<file path="src/rtl/tpag_pkg.sv">
`default_nettype none

package tpag_pkg;

	// Configuration port geometry
	localparam int NUM_REGS       = 6;
	localparam int CFG_IDX_W      = 3;
	localparam int CFG_DATA_W     = 13;
	localparam int AXIS_CNT_W     = 3;
	localparam int CFG_EXT_W      = 13;
	localparam int PERM_W         = 8;
	localparam int NUM_EXT_REGS   = 4;
	localparam int NUM_PERM_FLDS  = 4;
	localparam int PERM_FLD_W     = 2;

	// Register indexes
	localparam logic [CFG_IDX_W-1:0] REG_AXIS_COUNT = 3'd0;
	localparam logic [CFG_IDX_W-1:0] REG_EXTENT_0   = 3'd1;
	localparam logic [CFG_IDX_W-1:0] REG_EXTENT_1   = 3'd2;
	localparam logic [CFG_IDX_W-1:0] REG_EXTENT_2   = 3'd3;
	localparam logic [CFG_IDX_W-1:0] REG_EXTENT_3   = 3'd4;
	localparam logic [CFG_IDX_W-1:0] REG_PERM_MAP   = 3'd5;

	// Register reset values
	localparam logic [AXIS_CNT_W-1:0] AXIS_COUNT_RST = 3'd4;
	localparam logic [CFG_EXT_W-1:0]  EXTENT_RST     = 13'd1;
	localparam logic [PERM_W-1:0]     PERM_MAP_RST   = 8'd228;

	// Destination index width
	localparam int IDX_W = 48;

	// Decoupling queue between counter front and index pipeline
	localparam int QUEUE_DEPTH = 4;
	localparam int QPTR_W      = 2;
	localparam int QCNT_W      = 3;

	// Parameter defaults
	localparam int MAX_AXES_DEF    = 4;
	localparam int EXTENT_BITS_DEF = 12;
	localparam int DATA_BITS_DEF   = 32;

endpackage

`default_nettype wire

</file>
<file path="src/rtl/tpag_if.sv">
`default_nettype none

// Element stream into the block
interface tpag_in_if #(
	parameter int DATA_BITS = tpag_pkg::DATA_BITS_DEF
) ();
	logic                 valid;
	logic                 ready;
	logic [DATA_BITS-1:0] elem_data;

	modport source (output valid, output elem_data, input ready);
	modport sink   (input valid, input elem_data, output ready);
endinterface

// Element stream with destination index out of the block
interface tpag_out_if #(
	parameter int DATA_BITS = tpag_pkg::DATA_BITS_DEF
) ();
	logic                       valid;
	logic                       ready;
	logic [tpag_pkg::IDX_W-1:0] dest_index;
	logic [DATA_BITS-1:0]       out_data;
	logic                       last;

	modport source (output valid, output dest_index, output out_data, output last, input ready);
	modport sink   (input valid, input dest_index, input out_data, input last, output ready);
endinterface

`default_nettype wire

</file>
<file path="src/rtl/tpag_cfg.sv">
`default_nettype none

module tpag_cfg #(
	parameter int MAX_AXES    = tpag_pkg::MAX_AXES_DEF,
	parameter int EXTENT_BITS = tpag_pkg::EXTENT_BITS_DEF,
	localparam int AIW        = (MAX_AXES > 1) ? $clog2(MAX_AXES) : 1
) (
	input  wire logic                                      clk,
	input  wire logic                                      arst_n,
	input  wire logic                                      wr_en,
	input  wire logic [tpag_pkg::CFG_IDX_W-1:0]            wr_index,
	input  wire logic [tpag_pkg::CFG_DATA_W-1:0]           wr_data,
	output logic      [MAX_AXES-1:0]                       axis_use,
	output logic      [MAX_AXES-1:0][EXTENT_BITS:0]        ext_eff,
	output logic      [MAX_AXES-1:0][EXTENT_BITS:0]        perm_ext,
	output logic      [MAX_AXES-1:0][AIW-1:0]              perm_src,
	output logic      [MAX_AXES-1:0]                       perm_use
);
	import tpag_pkg::*;

	localparam int EXT_W = EXTENT_BITS + 1;
	localparam int AXW   = $clog2(MAX_AXES + 1);
	localparam int NW    = (AXW > AXIS_CNT_W) ? AXW : AXIS_CNT_W;
	localparam int PW    = (AXW > PERM_FLD_W) ? AXW : PERM_FLD_W;
	localparam int CMP_W = (EXT_W > CFG_EXT_W) ? EXT_W : CFG_EXT_W;
	localparam logic [CMP_W-1:0] EXT_TOP = {{(CMP_W-1){1'b0}}, 1'b1} << EXTENT_BITS;

	logic [AXIS_CNT_W-1:0] axis_cnt_q;
	logic [CFG_EXT_W-1:0]  ext_q [NUM_EXT_REGS];
	logic [PERM_W-1:0]     perm_q;
	logic [NW-1:0]         cnt_w;
	logic [AXW-1:0]        n_eff;

	// Hold the register file
	always_ff @(posedge clk or negedge arst_n) begin
		if (!arst_n) begin
			axis_cnt_q <= AXIS_COUNT_RST;
			for (int k = 0; k < NUM_EXT_REGS; k++) begin
				ext_q[k] <= EXTENT_RST;
			end
			perm_q <= PERM_MAP_RST;
		end else if (wr_en) begin
			unique case (wr_index)
				REG_AXIS_COUNT: axis_cnt_q <= wr_data[AXIS_CNT_W-1:0];
				REG_EXTENT_0:   ext_q[0]   <= wr_data[CFG_EXT_W-1:0];
				REG_EXTENT_1:   ext_q[1]   <= wr_data[CFG_EXT_W-1:0];
				REG_EXTENT_2:   ext_q[2]   <= wr_data[CFG_EXT_W-1:0];
				REG_EXTENT_3:   ext_q[3]   <= wr_data[CFG_EXT_W-1:0];
				REG_PERM_MAP:   perm_q     <= wr_data[PERM_W-1:0];
				default: ;
			endcase
		end
	end

	// Clamp the axis count to 1..MAX_AXES
	always_comb begin
		cnt_w = NW'(axis_cnt_q);
		if (axis_cnt_q == '0) begin
			n_eff = AXW'(1);
		end else if (cnt_w > NW'(MAX_AXES)) begin
			n_eff = AXW'(MAX_AXES);
		end else begin
			n_eff = AXW'(cnt_w);
		end
	end

	// Source axes: in-use mask and clamped extents
	for (genvar a = 0; a < MAX_AXES; a++) begin : g_axis
		assign axis_use[a] = AXW'(a) < n_eff;
		if (a < NUM_EXT_REGS) begin : g_reg
			logic [CMP_W-1:0] raw_w;
			logic [CMP_W-1:0] sat_w;
			always_comb begin
				raw_w = CMP_W'(ext_q[a]);
				if (raw_w == '0) begin
					sat_w = CMP_W'(1);
				end else if (raw_w > EXT_TOP) begin
					sat_w = EXT_TOP;
				end else begin
					sat_w = raw_w;
				end
				ext_eff[a] = axis_use[a] ? EXT_W'(sat_w) : EXT_W'(1);
			end
		end else begin : g_noreg
			assign ext_eff[a] = EXT_W'(1);
		end
	end

	// Output axes: source select and permuted extent
	for (genvar i = 0; i < MAX_AXES; i++) begin : g_perm
		logic [PERM_FLD_W-1:0] fld;
		if (i < NUM_PERM_FLDS) begin : g_fld
			assign fld = perm_q[PERM_FLD_W*i +: PERM_FLD_W];
		end else begin : g_nofld
			assign fld = '0;
		end
		assign perm_use[i] = axis_use[i] && (PW'(fld) < PW'(n_eff));
		assign perm_src[i] = AIW'(fld);
		assign perm_ext[i] = perm_use[i] ? ext_eff[perm_src[i]] : EXT_W'(1);
	end

endmodule

`default_nettype wire

</file>
<file path="src/rtl/tpag_front.sv">
`default_nettype none

module tpag_front #(
	parameter int MAX_AXES    = tpag_pkg::MAX_AXES_DEF,
	parameter int EXTENT_BITS = tpag_pkg::EXTENT_BITS_DEF,
	parameter int DATA_BITS   = tpag_pkg::DATA_BITS_DEF
) (
	input  wire logic                                   clk,
	input  wire logic                                   arst_n,
	tpag_in_if.sink                                     src,
	input  wire logic [MAX_AXES-1:0]                    axis_use,
	input  wire logic [MAX_AXES-1:0][EXTENT_BITS:0]     ext_eff,
	output logic                                        push_valid,
	input  wire logic                                   push_ready,
	output logic      [MAX_AXES-1:0][EXTENT_BITS-1:0]   push_coord,
	output logic      [DATA_BITS-1:0]                   push_data,
	output logic                                        push_last
);
	import tpag_pkg::*;

	localparam int EXT_W = EXTENT_BITS + 1;

	logic [MAX_AXES-1:0][EXTENT_BITS-1:0] coord_q;
	logic [MAX_AXES-1:0][EXTENT_BITS-1:0] coord_nxt;
	logic [MAX_AXES-1:0]                  wrap;
	logic [MAX_AXES-1:0]                  carry;
	logic                                 last;
	logic                                 accept;

	// Classify each axis: at its end or not, and ripple the carry outward
	always_comb begin
		for (int a = 0; a < MAX_AXES; a++) begin
			wrap[a] = (EXT_W'(coord_q[a]) + EXT_W'(1)) >= ext_eff[a];
		end
		carry[MAX_AXES-1] = 1'b1;
		for (int k = MAX_AXES - 2; k >= 0; k--) begin
			carry[k] = carry[k+1] & wrap[k+1];
		end
		last = &wrap;
		for (int a = 0; a < MAX_AXES; a++) begin
			if (last) begin
				coord_nxt[a] = '0;
			end else if (axis_use[a] && carry[a]) begin
				coord_nxt[a] = wrap[a] ? '0 : coord_q[a] + EXTENT_BITS'(1);
			end else begin
				coord_nxt[a] = coord_q[a];
			end
		end
	end

	assign accept     = src.valid & push_ready;
	assign src.ready  = push_ready;
	assign push_valid = src.valid;
	assign push_data  = src.elem_data;
	assign push_last  = last;

	// Unused axes read as coordinate zero
	always_comb begin
		for (int a = 0; a < MAX_AXES; a++) begin
			push_coord[a] = axis_use[a] ? coord_q[a] : '0;
		end
	end

	// Advance the coordinate counters on each transaction
	always_ff @(posedge clk or negedge arst_n) begin
		if (!arst_n) begin
			coord_q <= '0;
		end else if (accept) begin
			coord_q <= coord_nxt;
		end
	end

endmodule

`default_nettype wire

</file>
<file path="src/rtl/tpag_queue.sv">
`default_nettype none

module tpag_queue #(
	parameter int WIDTH = 1
) (
	input  wire logic             clk,
	input  wire logic             arst_n,
	input  wire logic             push_valid,
	output logic                  push_ready,
	input  wire logic [WIDTH-1:0] push_data,
	output logic                  pop_valid,
	input  wire logic             pop_ready,
	output logic      [WIDTH-1:0] pop_data
);
	import tpag_pkg::*;

	logic [WIDTH-1:0]  slot_q [QUEUE_DEPTH];
	logic [QPTR_W-1:0] wr_ptr_q;
	logic [QPTR_W-1:0] rd_ptr_q;
	logic [QCNT_W-1:0] count_q;
	logic              do_push;
	logic              do_pop;

	assign push_ready = count_q != QCNT_W'(QUEUE_DEPTH);
	assign pop_valid  = count_q != '0;
	assign pop_data   = slot_q[rd_ptr_q];
	assign do_push    = push_valid & push_ready;
	assign do_pop     = pop_valid & pop_ready;

	// Store entries
	always_ff @(posedge clk) begin
		if (do_push) begin
			slot_q[wr_ptr_q] <= push_data;
		end
	end

	// Track pointers and fill level
	always_ff @(posedge clk or negedge arst_n) begin
		if (!arst_n) begin
			wr_ptr_q <= '0;
			rd_ptr_q <= '0;
			count_q  <= '0;
		end else begin
			if (do_push) begin
				wr_ptr_q <= wr_ptr_q + QPTR_W'(1);
			end
			if (do_pop) begin
				rd_ptr_q <= rd_ptr_q + QPTR_W'(1);
			end
			if (do_push && !do_pop) begin
				count_q <= count_q + QCNT_W'(1);
			end else if (do_pop && !do_push) begin
				count_q <= count_q - QCNT_W'(1);
			end
		end
	end

endmodule

`default_nettype wire

</file>
<file path="src/rtl/tpag_back.sv">
`default_nettype none

module tpag_back #(
	parameter int MAX_AXES    = tpag_pkg::MAX_AXES_DEF,
	parameter int EXTENT_BITS = tpag_pkg::EXTENT_BITS_DEF,
	parameter int DATA_BITS   = tpag_pkg::DATA_BITS_DEF,
	localparam int AIW        = (MAX_AXES > 1) ? $clog2(MAX_AXES) : 1
) (
	input  wire logic                                   clk,
	input  wire logic                                   arst_n,
	input  wire logic                                   pop_valid,
	output logic                                        pop_ready,
	input  wire logic [MAX_AXES-1:0][EXTENT_BITS-1:0]   pop_coord,
	input  wire logic [DATA_BITS-1:0]                   pop_data,
	input  wire logic                                   pop_last,
	input  wire logic [MAX_AXES-1:0][EXTENT_BITS:0]     perm_ext,
	input  wire logic [MAX_AXES-1:0][AIW-1:0]           perm_src,
	input  wire logic [MAX_AXES-1:0]                    perm_use,
	tpag_out_if.source                                  dst
);
	import tpag_pkg::*;

	// Stage j holds the Horner sum over output axes 0..j
	logic [MAX_AXES-1:0]                  vld_q;
	logic [MAX_AXES-1:0]                  lst_q;
	logic [IDX_W-1:0]                     acc_q [MAX_AXES];
	logic [MAX_AXES-1:0][EXTENT_BITS-1:0] crd_q [MAX_AXES];
	logic [DATA_BITS-1:0]                 dat_q [MAX_AXES];
	logic [MAX_AXES-1:0]                  rdy;

	// Stage can load when empty or when its content moves on
	always_comb begin
		rdy[MAX_AXES-1] = !vld_q[MAX_AXES-1] | dst.ready;
		for (int j = MAX_AXES - 2; j >= 0; j--) begin
			rdy[j] = !vld_q[j] | rdy[j+1];
		end
	end

	assign pop_ready = rdy[0];

	for (genvar j = 0; j < MAX_AXES; j++) begin : g_stage
		logic                                 in_vld;
		logic                                 in_lst;
		logic [MAX_AXES-1:0][EXTENT_BITS-1:0] in_crd;
		logic [DATA_BITS-1:0]                 in_dat;
		logic [EXTENT_BITS-1:0]               pc;
		logic [IDX_W-1:0]                     acc_nxt;

		if (j == 0) begin : g_head
			assign in_vld  = pop_valid;
			assign in_lst  = pop_last;
			assign in_crd  = pop_coord;
			assign in_dat  = pop_data;
			assign acc_nxt = IDX_W'(pc);
		end else begin : g_body
			assign in_vld  = vld_q[j-1];
			assign in_lst  = lst_q[j-1];
			assign in_crd  = crd_q[j-1];
			assign in_dat  = dat_q[j-1];
			// Multiply-add one output axis, keep the low index bits
			assign acc_nxt = IDX_W'(acc_q[j-1] * perm_ext[j] + IDX_W'(pc));
		end

		assign pc = perm_use[j] ? in_crd[perm_src[j]] : '0;

		// Advance the valid flag
		always_ff @(posedge clk or negedge arst_n) begin
			if (!arst_n) begin
				vld_q[j] <= 1'b0;
			end else if (rdy[j]) begin
				vld_q[j] <= in_vld;
			end
		end

		// Advance the payload
		always_ff @(posedge clk) begin
			if (rdy[j]) begin
				acc_q[j] <= acc_nxt;
				crd_q[j] <= in_crd;
				dat_q[j] <= in_dat;
				lst_q[j] <= in_lst;
			end
		end
	end

	assign dst.valid      = vld_q[MAX_AXES-1];
	assign dst.dest_index = acc_q[MAX_AXES-1];
	assign dst.out_data   = dat_q[MAX_AXES-1];
	assign dst.last       = lst_q[MAX_AXES-1];

endmodule

`default_nettype wire

</file>
<file path="src/rtl/tensor_permute_address_gen.sv">
// Path: an accepted element is stored in the queue, then passes the index pipeline stages in order.
// Throughput: one element per cycle while dst.ready holds; the index pipeline spends one stage per output axis,
//   each stage one multiply-add of the running index by a permuted extent.
// A four-entry queue decouples the coordinate counters from the index pipeline.
// Reset: coordinates cleared, registers at their defaults, queue and pipeline empty.
`default_nettype none

module tensor_permute_address_gen #(
	parameter int MAX_AXES    = tpag_pkg::MAX_AXES_DEF,
	parameter int EXTENT_BITS = tpag_pkg::EXTENT_BITS_DEF,
	parameter int DATA_BITS   = tpag_pkg::DATA_BITS_DEF
) (
	input  wire logic                              clk,
	input  wire logic                              arst_n,
	input  wire logic                              cfg_wr_en,
	input  wire logic [tpag_pkg::CFG_IDX_W-1:0]    cfg_wr_index,
	input  wire logic [tpag_pkg::CFG_DATA_W-1:0]   cfg_wr_data,
	tpag_in_if.sink                                src,
	tpag_out_if.source                             dst
);
	import tpag_pkg::*;

	localparam int AIW   = (MAX_AXES > 1) ? $clog2(MAX_AXES) : 1;
	localparam int CRD_W = MAX_AXES * EXTENT_BITS;
	localparam int Q_W   = CRD_W + DATA_BITS + 1;

	logic [MAX_AXES-1:0]                  axis_use;
	logic [MAX_AXES-1:0][EXTENT_BITS:0]   ext_eff;
	logic [MAX_AXES-1:0][EXTENT_BITS:0]   perm_ext;
	logic [MAX_AXES-1:0][AIW-1:0]         perm_src;
	logic [MAX_AXES-1:0]                  perm_use;

	logic                                 push_valid;
	logic                                 push_ready;
	logic [MAX_AXES-1:0][EXTENT_BITS-1:0] push_coord;
	logic [DATA_BITS-1:0]                 push_data;
	logic                                 push_last;

	logic                                 pop_valid;
	logic                                 pop_ready;
	logic [Q_W-1:0]                       pop_word;
	logic [MAX_AXES-1:0][EXTENT_BITS-1:0] pop_coord;
	logic [DATA_BITS-1:0]                 pop_data;
	logic                                 pop_last;

	tpag_cfg #(
		.MAX_AXES    (MAX_AXES),
		.EXTENT_BITS (EXTENT_BITS)
	) u_cfg (
		.clk      (clk),
		.arst_n   (arst_n),
		.wr_en    (cfg_wr_en),
		.wr_index (cfg_wr_index),
		.wr_data  (cfg_wr_data),
		.axis_use (axis_use),
		.ext_eff  (ext_eff),
		.perm_ext (perm_ext),
		.perm_src (perm_src),
		.perm_use (perm_use)
	);

	tpag_front #(
		.MAX_AXES    (MAX_AXES),
		.EXTENT_BITS (EXTENT_BITS),
		.DATA_BITS   (DATA_BITS)
	) u_front (
		.clk        (clk),
		.arst_n     (arst_n),
		.src        (src),
		.axis_use   (axis_use),
		.ext_eff    (ext_eff),
		.push_valid (push_valid),
		.push_ready (push_ready),
		.push_coord (push_coord),
		.push_data  (push_data),
		.push_last  (push_last)
	);

	tpag_queue #(
		.WIDTH (Q_W)
	) u_queue (
		.clk        (clk),
		.arst_n     (arst_n),
		.push_valid (push_valid),
		.push_ready (push_ready),
		.push_data  ({push_coord, push_data, push_last}),
		.pop_valid  (pop_valid),
		.pop_ready  (pop_ready),
		.pop_data   (pop_word)
	);

	// Split the queue word back into its fields
	assign pop_coord = pop_word[Q_W-1 -: CRD_W];
	assign pop_data  = pop_word[DATA_BITS:1];
	assign pop_last  = pop_word[0];

	tpag_back #(
		.MAX_AXES    (MAX_AXES),
		.EXTENT_BITS (EXTENT_BITS),
		.DATA_BITS   (DATA_BITS)
	) u_back (
		.clk       (clk),
		.arst_n    (arst_n),
		.pop_valid (pop_valid),
		.pop_ready (pop_ready),
		.pop_coord (pop_coord),
		.pop_data  (pop_data),
		.pop_last  (pop_last),
		.perm_ext  (perm_ext),
		.perm_src  (perm_src),
		.perm_use  (perm_use),
		.dst       (dst)
	);

endmodule

`default_nettype wire
</file>
<file path="src/flat_wrapper.sv">
// flat-port wrapper written by rule: the top's interface ports become plain ports
module tensor_permute_address_gen_flat import tpag_pkg::*;
#(
	parameter int MAX_AXES    = tpag_pkg::MAX_AXES_DEF,
	parameter int EXTENT_BITS = tpag_pkg::EXTENT_BITS_DEF,
	parameter int DATA_BITS   = tpag_pkg::DATA_BITS_DEF
)
  (clk, arst_n, cfg_wr_en, cfg_wr_index, cfg_wr_data, src_valid, src_elem_data, src_ready, dst_valid, dst_dest_index, dst_out_data, dst_last, dst_ready);
  tpag_in_if #(.DATA_BITS(DATA_BITS)) src_i ();
  tpag_out_if #(.DATA_BITS(DATA_BITS)) dst_i ();
  input  wire logic clk;
  input  wire logic arst_n;
  input  wire logic cfg_wr_en;
  input  wire logic [tpag_pkg::CFG_IDX_W-1:0] cfg_wr_index;
  input  wire logic [tpag_pkg::CFG_DATA_W-1:0] cfg_wr_data;
  input wire logic [$bits(src_i.valid)-1:0] src_valid;
  input wire logic [$bits(src_i.elem_data)-1:0] src_elem_data;
  output wire logic [$bits(src_i.ready)-1:0] src_ready;
  output wire logic [$bits(dst_i.valid)-1:0] dst_valid;
  output wire logic [$bits(dst_i.dest_index)-1:0] dst_dest_index;
  output wire logic [$bits(dst_i.out_data)-1:0] dst_out_data;
  output wire logic [$bits(dst_i.last)-1:0] dst_last;
  input wire logic [$bits(dst_i.ready)-1:0] dst_ready;
  assign src_i.valid = src_valid;
  assign src_i.elem_data = src_elem_data;
  assign src_ready = src_i.ready;
  assign dst_valid = dst_i.valid;
  assign dst_dest_index = dst_i.dest_index;
  assign dst_out_data = dst_i.out_data;
  assign dst_last = dst_i.last;
  assign dst_i.ready = dst_ready;
  tensor_permute_address_gen #(.MAX_AXES(MAX_AXES), .EXTENT_BITS(EXTENT_BITS), .DATA_BITS(DATA_BITS)) u_core (.clk(clk), .arst_n(arst_n), .cfg_wr_en(cfg_wr_en), .cfg_wr_index(cfg_wr_index), .cfg_wr_data(cfg_wr_data), .src(src_i), .dst(dst_i));
endmodule
</file>
<file path="config.mk">
export PLATFORM = sky130hd
export DESIGN_NAME = tensor_permute_address_gen_flat
export DESIGN_NICKNAME = d
export VERILOG_FILES = /design/src/rtl/tpag_pkg.sv /design/src/rtl/tpag_if.sv /design/src/rtl/tpag_cfg.sv /design/src/rtl/tpag_front.sv /design/src/rtl/tpag_queue.sv /design/src/rtl/tpag_back.sv /design/src/rtl/tensor_permute_address_gen.sv /design/src/flat_wrapper.sv
export SDC_FILE = /design/constraint.sdc
export NUM_CORES = 2
export LEC_CHECK = 0
export ABC_CLOCK_PERIOD_IN_PS = 10100
export BUFFER_PORTS_ARGS = -buffer_cell sky130_fd_sc_hd__buf_2
export CORE_MARGIN = 5
export CORE_UTILIZATION = 31
export DETAILED_ROUTE_END_ITERATION = 8
export HOLD_SLACK_MARGIN = 0.12
export PLACE_DENSITY_LB_ADDON = 0.05
export SLEW_MARGIN = 20
export SYNTH_ARGS = -nofsm -noshare
export SYNTH_HDL_FRONTEND = slang
export SYNTH_SLANG_ARGS = --single-unit
</file>
<file path="constraint.sdc">
create_clock -name clk -period 10.1 [get_ports clk]
set_input_delay 1.515 -clock clk [delete_from_list [all_inputs] [get_ports clk]]
set_output_delay 1.515 -clock clk [all_outputs]
set_load 0.02 [all_outputs]
</file>
==> impl_results.md <==
* HP Class: flip-flop to flip-flop
* Routed WL at 195 mm
* Most frequent cells after synthesis: fa_1 (851), inv_1 (796), nand2_1 (788)
* Starting Density at 0.312
* CTS buffer count at 102
* Hold_buf cts at 0
* Die Wd at just under 500 um
* Syn_nets at 7,106
* Distinct cells, synth at 82
* Met1 global-route usage at 0.229
* Layout cells sized above 1 at 0.113
* Largest net degree at the start of global routing at 78
* Fin crit period at 9.48 ns
* # DRC at 0
* Crit-path max cell delay at 0.67 ns
* Antenna viol nets, final at 0
* Register area share after synthesis at 0.365
* Area occupied by multi-input gates at 39,700 um^2
* Vias per cell at between 4 and 5
* Synth-to-layout area growth at 11.4%
* Core Area at 220,000 um^2
* CTS Sinks at 854
* Pre-Repair DR Iteration Count at 5
* Warnings, synthesis at 0
* Cell taking the most area after synthesis: edfxtp_1
* Cell row count at around 170
* First-pass GRT wire length at ~300 mm
* Final Skew at between 0.07 and 0.08 ns
* Asr flop ratio synth at 0.143
* Final GP Congestion at between 0.8 and 0.9
* Data required, critical path at 10.54 ns
* Count leader, synth: fa_1
* Fmax at 106 MHz
* Full die area at approximately 230,000 um^2
* Hold Vio Cnt, Final at 0
* Synth top area cells: edfxtp_1 (32%), fa_1 (25%), ha_1 (7.4%)
* Busiest metal layer after global routing: met2
* Initial DRC count at roughly 2,000
* Crit Path Class: flip-flop to flip-flop
* TritonCTS clock tree: done
* Crit path max-delay cell type: a211oi_2
* Most common cell on crit path: fa_1
* Vias in the first global route at around 46,000
* FILL cells at 22,000
* Post-synth EDFFs at 732
* Maxcap violations at 0
* Worst Tran Pin Value at 1.11 ns
* Clk buf depth at 3
* Met2 Usage GRT at 0.291
* Post-route setup TNS at 0 ns
* Total grt overflow at 0
* H-Tree Depth at 3
* FF+latch area at 25,100 um^2
* Worst-path maximum fanout at 22
* Syn Inst Count at 5,797
* Worst EP arrival at 9.92 ns
* Top cell type's share of synthesized area at 0.321
* Synthesized cell area at 68,600 um^2
* Die Ht at slightly below 500 um
* Met3 usage at 0.0200
* CP Capture Type: flip-flop
* Final cycle utilization of the critical path at 0.938
* Final #Nets at 7,141
* Startpoint types: flip-flop
* Routed len/inst at 22.0 um
* Total track usage at 0.170
* Worst slew margin at 0.261
* RSZ-0062 raised after global routing: no
* Final setup violating endpoints at 0
* Clock-pin slew of the registers on the worst-case setup and hold paths at 0.06 ns
* Post-DP HPWL at 149 mm
* Post-Syn Area per Cell at about 12 um^2
* Main flop type after synthesis: edfxtp_1
* Slew Limit Fails at 0
* IO Port Bufs at about 140
* Vias at 41,800
* Initial antenna violation count at 14
* Clk root buf: clkbuf_16
* Status: complete, no violations
* Clk_lat worst skew at ~0.77 ns
* Top Ports at 136
* Yosys reg bits at 854
worst max-delay path, delay by kind of cell (launching register included):
family	cells	cell delay [ns]
adder cells (fa/ha/maj)	7	3.09
AO/OA/AOI/OAI	8	2.40
AND/OR/NAND/NOR	7	2.10
multiplexers	1	0.54
flip-flops	1	0.45
buffers and inverters	4	0.27
XOR/XNOR	2	0.24
flip-flops by register name (all words and copies together) (netlist names):
register,count
u_core.u_queue.slot_q,324
u_core.u_cfg.perm_src,8
u_core.u_back.dat_q,128
u_core.u_back.dst.last,1
u_core.u_back.dst.valid,1
u_core.u_back.crd_q,144
u_core.u_front.coord_q,48
u_core.u_cfg.axis_cnt_q,3
u_core.u_queue.rd_ptr_q,2
u_core.u_back.g_stage.in_lst,3
u_core.u_queue.wr_ptr_q,2
u_core.u_back.g_stage.in_vld,3
u_core.u_back.acc_q,132
u_core.u_queue.count_q,3
u_core.u_cfg.g_axis.g_reg.raw_w,52
routing by layer:
metal / up-vias / routed length [um]
met2: 602 / 95800
met4: 6 / 5240
li1: 19200 / -
met3: 204 / 5810
met5: - / 41
met1: 21800 / 88300
cell families (layout without fill, tap and decap cells):
logic type,Yosys count,after routing,share of synthesized area
xor gates and xnor gates,166,166,0.0212
muxes,216,216,0.0595
and+or+nand+nor,1695,1697,0.120
AOI/OAI and AO/OA,523,523,0.0513
adders and majority gates,1256,1256,0.322
DFF,854,854,0.365
other,0,5,0
buffers and inverters,1087,1208,0.0601
final timing paths:
kind	from	end	slack [ns]	depth (start not counted)
hold / removal	u_core.u_back.dat_q[2][11]	u_core.u_back.dat_q[3][11]	0.41	0
hold reg to reg	u_core.u_back.dat_q[2][11]	u_core.u_back.dat_q[3][11]	0.41	0
setup / recovery	u_core.u_cfg.g_axis[1].g_reg.raw_w[7]	u_core.u_back.acc_q[3][47]	0.62	29
setup reg to reg	u_core.u_cfg.g_axis[1].g_reg.raw_w[7]	u_core.u_back.acc_q[3][47]	0.62	29
min in group asynchronous	arst_n	u_core.u_front.coord_q[42]	0.83	1
max in group asynchronous	arst_n	u_core.u_cfg.g_axis[1].g_reg.raw_w[5]	7.99	2
timing repair:
item / CTS / global route
setup endpoints to repair: 0 / 2
gates resized for setup: 0 / 1
buffers inserted: 0 / 3
metrics by stage:
step                      hold slack (ns)  std cells  worst slack (ns)   util  area [um^2]
after floorplan                     0.400       5797              2.01      -        68600
after global placement              0.402       8680             0.495  0.330        72700
after detailed placement            0.405       8681             0.505  0.331        72700
after CTS                           0.410       8873             0.434  0.347        76300
after global routing                0.415       8880             0.177  0.347        76400
final                               0.412       8883             0.623  0.347        76400
cell usage in the layout (no fill, tap or decap), types with 107 or more instances in the layout:
cell type,netlist,routed
o21ai_0,113,113
a21oi_1,119,118
inv_1,796,795
buf_2,32,134
mux4_2,147,147
and2_1,510,510
dfrtp_1,113,110
xnor2_1,107,107
edfxtp_1,732,732
nand2_1,788,787
fa_1,851,851
nor2_1,142,134
ha_1,405,405
final cells by class:
class,count,area share
clock buffer,130,0.0356
clock inverter,62,0.0115
inverter,796,0.0392
sequential,854,0.328
antenna,5,0.000164
tap,2958,0.0485
multi-input combinational,3858,0.519
timing repair buffer,220,0.0178
Power is left out: the tool's default activity adds up to more than one toggle a clock period on the data nets, which glitch-free logic cannot reach.
